--- src/rtl/core/bfpa_pkg.sv ---
// Shared types and constants for the best-fit page allocator.
package bfpa_pkg;
  localparam int unsigned NumPagesDef = 1024;
  localparam int unsigned PageBitsDef = 12;

  localparam logic CMD_ALLOC = 1'b0;
  localparam logic CMD_FREE  = 1'b1;

  localparam logic [1:0] ST_OK       = 2'd0;
  localparam logic [1:0] ST_NO_SPACE = 2'd1;
  localparam logic [1:0] ST_NOT_FND  = 2'd2;

  localparam logic [0:0] REG_HEAP_BASE = 1'b0;
  localparam logic [0:0] REG_ENABLE    = 1'b1;

  typedef enum logic [3:0] {
    S_CLEAR, S_IDLE, S_SCAN, S_MARK, S_APPEND,
    S_FIND, S_FIND_CHK, S_UNMARK, S_SHIFT, S_SHIFT_WR, S_DONE
  } state_t;

  typedef struct packed {
    logic clear_step;
    logic load;
    logic scan_start;
    logic scan_step;
    logic mark_step;
    logic append;
    logic find_start;
    logic find_step;
    logic find_chk;
    logic unmark_step;
    logic shift_rd;
    logic shift_wr;
    logic finish_ok;
    logic finish_fail;
  } cmd_t;

  typedef struct packed {
    logic clear_done;
    logic is_free;
    logic alloc_bad;
    logic scan_done;
    logic found;
    logic mark_done;
    logic find_done;
    logic find_hit;
    logic unmark_done;
    logic shift_done;
  } stat_t;
endpackage

--- src/rtl/core/bfpa_ctrl.sv ---
// Controller state machine sequencing allocate and free commands.
module bfpa_ctrl import bfpa_pkg::*; (
  input  logic  clk,
  input  logic  rst_n,
  input  logic  in_valid,
  output logic  in_ready,
  output logic  out_valid,
  input  logic  out_ready,
  input  stat_t stat,
  output cmd_t  cmd
);
  state_t state_r, state_nxt;

  always_ff @(posedge clk) begin
    if (!rst_n) state_r <= S_CLEAR;
    else        state_r <= state_nxt;
  end

  always_comb begin
    state_nxt = state_r;
    cmd       = '0;
    in_ready  = 1'b0;
    out_valid = 1'b0;
    unique case (state_r)
      S_CLEAR: begin
        cmd.clear_step = 1'b1;
        if (stat.clear_done) state_nxt = S_IDLE;
      end
      S_IDLE: begin
        in_ready = 1'b1;
        if (in_valid) begin
          cmd.load = 1'b1;
          state_nxt = S_SCAN;
        end
      end
      S_SCAN: begin
        if (stat.is_free) begin
          cmd.find_start = 1'b1;
          state_nxt = S_FIND;
        end else if (stat.alloc_bad) begin
          cmd.finish_fail = 1'b1;
          state_nxt = S_DONE;
        end else begin
          cmd.scan_step = 1'b1;
          if (stat.scan_done) begin
            if (stat.found) begin
              cmd.scan_start = 1'b1;
              state_nxt = S_MARK;
            end else begin
              cmd.finish_fail = 1'b1;
              state_nxt = S_DONE;
            end
          end
        end
      end
      S_MARK: begin
        cmd.mark_step = 1'b1;
        if (stat.mark_done) state_nxt = S_APPEND;
      end
      S_APPEND: begin
        cmd.append = 1'b1;
        cmd.finish_ok = 1'b1;
        state_nxt = S_DONE;
      end
      S_FIND: begin
        if (stat.find_done) begin
          cmd.finish_fail = 1'b1;
          state_nxt = S_DONE;
        end else begin
          cmd.find_step = 1'b1;
          state_nxt = S_FIND_CHK;
        end
      end
      S_FIND_CHK: begin
        cmd.find_chk = 1'b1;
        if (stat.find_hit) state_nxt = S_UNMARK;
        else state_nxt = S_FIND;
      end
      S_UNMARK: begin
        cmd.unmark_step = 1'b1;
        if (stat.unmark_done) state_nxt = S_SHIFT;
      end
      S_SHIFT: begin
        if (stat.shift_done) begin
          cmd.finish_ok = 1'b1;
          state_nxt = S_DONE;
        end else begin
          cmd.shift_rd = 1'b1;
          state_nxt = S_SHIFT_WR;
        end
      end
      S_SHIFT_WR: begin
        cmd.shift_wr = 1'b1;
        state_nxt = S_SHIFT;
      end
      S_DONE: begin
        out_valid = 1'b1;
        if (out_ready) state_nxt = S_IDLE;
      end
      default: state_nxt = S_IDLE;
    endcase
  end
endmodule

--- config.mk ---
export PLATFORM = sky130hd
export DESIGN_NAME = bfpa_ctrl
export DESIGN_NICKNAME = d
export VERILOG_FILES = /design/src/rtl/core/bfpa_pkg.sv /design/src/rtl/core/bfpa_ctrl.sv
export SDC_FILE = /design/constraint.sdc
export NUM_CORES = 1
export LEC_CHECK = 0
export BUFFER_PORTS_ARGS = -buffer_cell sky130_fd_sc_hd__buf_2
export CORE_AREA = 2 2 39 41
export DETAILED_ROUTE_END_ITERATION = 8
export DIE_AREA = 0 0 41 43
export HOLD_SLACK_MARGIN = 0.02
export PLACE_DENSITY_LB_ADDON = 0.3
export SLEW_MARGIN = 15
export SYNTH_ARGS = -nofsm -noshare
export SYNTH_HDL_FRONTEND = slang
export SYNTH_SLANG_ARGS = --single-unit
--- constraint.sdc ---
create_clock -name clk -period 2.5 [get_ports clk]
set_input_delay 0.375 -clock clk [delete_from_list [all_inputs] [get_ports clk]]
set_output_delay 0.375 -clock clk [all_outputs]
set_load 0.05 [all_outputs]
Word level (Yosys, flattened, before mapping)
Cells that the tools add are included.

Eq/ne operators: 16. Muxes and demuxes: 42. Reduce and logical (&&, ||, !) cells: 2.

Operators with widths (number): one-hot mux 4 bit (11 select lines) (1); 2-to-1 mux 4 bit (10); 2-to-1 mux 1 bit (24); == test 4 x 3 -> 1 bit (second input constant) (4); == test 4 bit (second input constant) (3); 2-to-1 mux 2 bit (5); != test 2 bit (second input constant) (5); == test 4 x 2 -> 1 bit (second input constant) (2); AND reduction 6 bit (1); == test 4 x 1 -> 1 bit (second input constant) (1); logical NOT 4 bit (1); != test 4 bit (second input constant) (1); one-hot mux 1 bit (2 select lines) (2).

Flip-flop bits (word level): 4. Input port bits: 14. Word-level logic and storage cells: 61.

Depth between registers and ports, before layout
Word-level depth: 5. Depth in mapped cells: 6. Gate-level depth less buffers: 4.

Worst setup path before layout
No wires, ideal clock.

Path type: register -> output. Start point: register state_r[0]. End point: output cmd[0] in the netlist's numbering. Data arrival time: 2283 ps. Required time: 2125 ps. Slack: -158 ps. Cell stages (with the launch flop): 5. Path buffers: 2. Path through: dfxtp_1 -> buf_6 -> or4b_1 -> buf_2 -> o31ai_1.

RTL lines: start, declared (RTL line bfpa_ctrl.sv:12) `state_t state_r, state_nxt;`; start signal, assigned (RTL line bfpa_ctrl.sv:16) `else state_r <= state_nxt;`; end, declared (RTL line bfpa_ctrl.sv:10) `output cmd_t cmd`.

==> PnR_summary.wiki <==
{| class="wikitable"
! Metric !! Value
|-
| Run status || finished, final reports clean
|-
| Worst slew margin relative to its limit || 0.765
|-
| Width of the die || 41 um
|-
| Cell row count || 14
|-
| Part of the cycle the worst path needs || 0.928
|-
| Final Power || 713 uW
|-
| Initial standard-cell utilization of the core || 0.396
|-
| Total gr overflow || 0
|-
| Avg Synthesized Cell Area || approximately 6.5 sq um
|-
| Number of buffers inserted for hold repair after clock tree synthesis || 0
|-
| Compound-cell area share of the yosys netlist || 0.215
|-
| Routability Congestion || 0.887
|-
| Clk_skew || between 0.002 and 0.0025 ns
|-
| Most heavily used metal layer in global routing || met2
|-
| Minimum clock period || 2.32 ns
|-
| Multiplexer share of the synthesized area || 0.0571
|-
| Number of global-route vias before repair || 604
|-
| Number of nets with antenna violations after routing || 0
|-
| Setup repair after global routing missed its margin || false
|-
| Peak fanout along the critical path || 10
|-
| Share of the synthesized area in the top cell type || 0.146
|-
| Vias per std cell || 5.38
|-
| Chip Height || ~43 um
|-
| GR Layer Usage met2 || 0.322
|-
| Async set-or-reset flop fraction in the synthesized netlist || 0
|-
| Clock transition time at the flip-flop clock pins of the worst setup and hold paths || 0.04 ns
|-
| Total number of yosys warnings || 0
|-
| Register bit count reported by yosys || 4
|-
| Startpoint Class || register
|-
| Vias || around 680
|-
| Largest register FFs || 4
|-
| Antenna violations before repair || 0
|-
| Combinational family with the most area after synthesis || simple AND/OR/NAND/NOR gates
|-
| Post-Syn Area || 548 sq um
|-
| DPL Wire Length || approximately 1.3 mm
|-
| Fraction of layout instances using a drive strength above 1 || 0.378
|-
| CTS Buf Count || 3
|-
| Number of remaining DRC errors || 0
|-
| Area share of xor/xnor cells in the synthesized design || 0
|-
| Met1 Use GR || 0.269
|-
| Number of search-and-repair iterations in the first detailed-routing pass || 4
|-
| Pins Over Slew Limit || 0
|-
| Commonest cells in the netlist || 13 x nor2_1, 10 x nor3_1, 6 x nand2_1
|-
| Cell type contributing the most total cell area after synthesis || dfxtp_1
|-
| Number of enable flip-flop cells after synthesis || 0
|-
| Setup violations, final || 0
|-
| Clock tree from TritonCTS || yes
|-
| Cells taking the most area after synthesis || dfxtp_1 15%, nor3_1 9.1%, nor2_1 8.9%
|-
| Buffers inserted by post-CTS timing repair || 0
|-
| CTS Sinks || 4
|-
| Min-Delay Path Depth || 2
|-
| Area growth syn-to-layout || 32.9%
|-
| Share of synthesized cell area in full adder, half adder and majority cells || 0
|-
| Initial DRC count || 15
|-
| Syn_nets || 98
|-
| I/O pin total || 30
|-
| Kind of path behind the tightest hold check || input pin to register
|-
| Top flip-flop cell by instance count after synthesis || dfxtp_1
|-
| Slowest stage delay, CP || about 0.65 ns
|-
| Number of standard cells after synthesis || 84
|-
| Worst-case clock buffer depth || 2
|-
| Wire length reported by the detailed router || 1.61 mm
|-
| Crit path max-delay family || simple AND/OR/NAND/NOR gates
|-
| GRT Total Usage || 0.207
|-
| Antenna diode count || 0
|-
| Number of distinct library cells after synthesis || 30
|-
| Min Hold Slack || 0.411 ns
|-
| Fill cells || 153
|-
| Reg2Reg Depth || 4
|-
| Highest ir drop seen on vdd || 0.620 mV
|-
| Kind of end point of the critical path || output port
|-
| Global routing usage on met3 || 0.0785
|-
| Count of maximum capacitance violations || 0
|-
| Max H-tree Level || 1
|-
| Transition time at the pin with the least slew margin || 0.351 ns
|-
| Slowest library cell on the worst path || or4b_1
|-
| Worst-Skew Late Latency || 0.24 ns
|-
| Highest achievable clock rate || 431 MHz
|-
| Root buffer cell || clkbuf_4
|-
| Routed length per placed instance || approximately 13 um
|-
| Post-Synth Simple-Gate Area || 0.482
|-
| Number of cells on the critical path || 3
|-
| Fin Setup TNS || 0 ns
|-
| Pin count of the biggest net entering global routing || 12
|-
| Resized cells post-CTS || 0
|-
| Sequential-to-total area share from yosys stat || 0.146
|-
| Lkg Pwr || 0.341 nW
|-
| Buffer and inverter count on the worst path || 1
|-
| Worst Setup Path Type || register to output port
|-
| Largest register by flop count || state_r
|-
| Areal power density over the cells || between 900 and 1000 mW/mm^2
|-
| Global-route wire length before repair || 2.55 mm
|-
| Top Registers || state_r x4
|-
| Hold Vio Cnt, Final || 0
|-
| Total placed instance area || 706 sq um
|-
| Die area || 0.00176 sq mm
|-
| Final std cell area, no fill || about 730 sq um
|-
| Req. time, crit path || around 2.1 ns
|-
| Number of buffer cells added on primary ports || 29
|-
| Number of nets in the layout || around 130
|-
| Most common cell in the synthesized netlist || nor2_1
|-
| Crit-path cells || or4b_1 -> o31ai_2 -> buf_2
|-
| Worst EP arrival || 1.95 ns
|-
| Area of the core || 0.00138 sq mm
|}
==> cell families (layout without fill, tap and decap cells) <==
kind of cell	count (synthesis)	in the layout
multiplexers	3	3
AND/OR/NAND/NOR	47	47
AO/OA/AOI/OAI	18	18
buffers and inverters	12	39
flip-flops	4	4
==> metal layers <==
layer | part of all wire | routed length [um]
met1 | 0.45 | 719
met2 | 0.49 | 782
met3 | 0.065 | 104
met4 | 0 | 0
met5 | 0 | 0
==> metrics by stage <==
stage	worst slack, ns	cells	utilization
3_3_place_gp	0.506	124	0.510
3_5_place_dp	0.438	124	0.510
2_1_floorplan	-0.00464	84	-
4_1_cts	0.179	127	0.526
6_report	0.179	127	0.526
5_1_grt	0.0877	127	0.526
==> cells in the final DEF (no fill, tap or decap) <==
cell type	Yosys	routed
a211oi_1	1	1
a21oi_1	5	5
and2_1	1	1
buf_2	2	29
buf_4	0	3
clkbuf_4	0	3
dfxtp_1	4	4
inv_1	4	4
mux2_2	1	1
mux2i_1	2	2
nand2_1	6	6
nand2b_1	5	5
nand2b_2	1	1
nor2_1	13	13
nor2b_1	1	1
nor3_1	10	9
nor3_2	0	1
nor3b_1	1	1
nor4_4	1	1
o21a_1	1	1
o21ai_0	4	4
o221ai_1	1	1
o311a_1	1	1
o31ai_1	4	3
o31ai_2	0	1
o32ai_1	1	1
or2_2	1	1
or2b_1	1	1
or3_1	2	2
or4_1	2	2
or4b_1	1	1
or4b_2	1	1
==> area by class of cell <==
cell class                      count  area, sq um  share of cell area
Inverter                            4         15.0              0.0206
Sequential cell                     4         80.1               0.110
Timing Repair Buffer               32          168               0.230
Tap cell                           16         20.0              0.0275
Clock buffer                        3         22.5              0.0309
Multi-Input combinational cell     68          423               0.581
==> worst paths after layout <==
check	slack (ns)	end	start
worst max register to register	0.69	state_r[0]	state_r[1]
worst min register to register	0.68	state_r[2]	state_r[0]
worst min-delay path	0.41	state_r[0]	rst_n
worst max-delay path	0.18	cmd[0]	state_r[1]
==> where the power goes <==
group,switching [mW],internal (mW)
sequential,0.0395,0.0827
clock,0.0315,0.0540
combinational,0.339,0.167
Note: power is estimated with default switching activity, not from simulation.
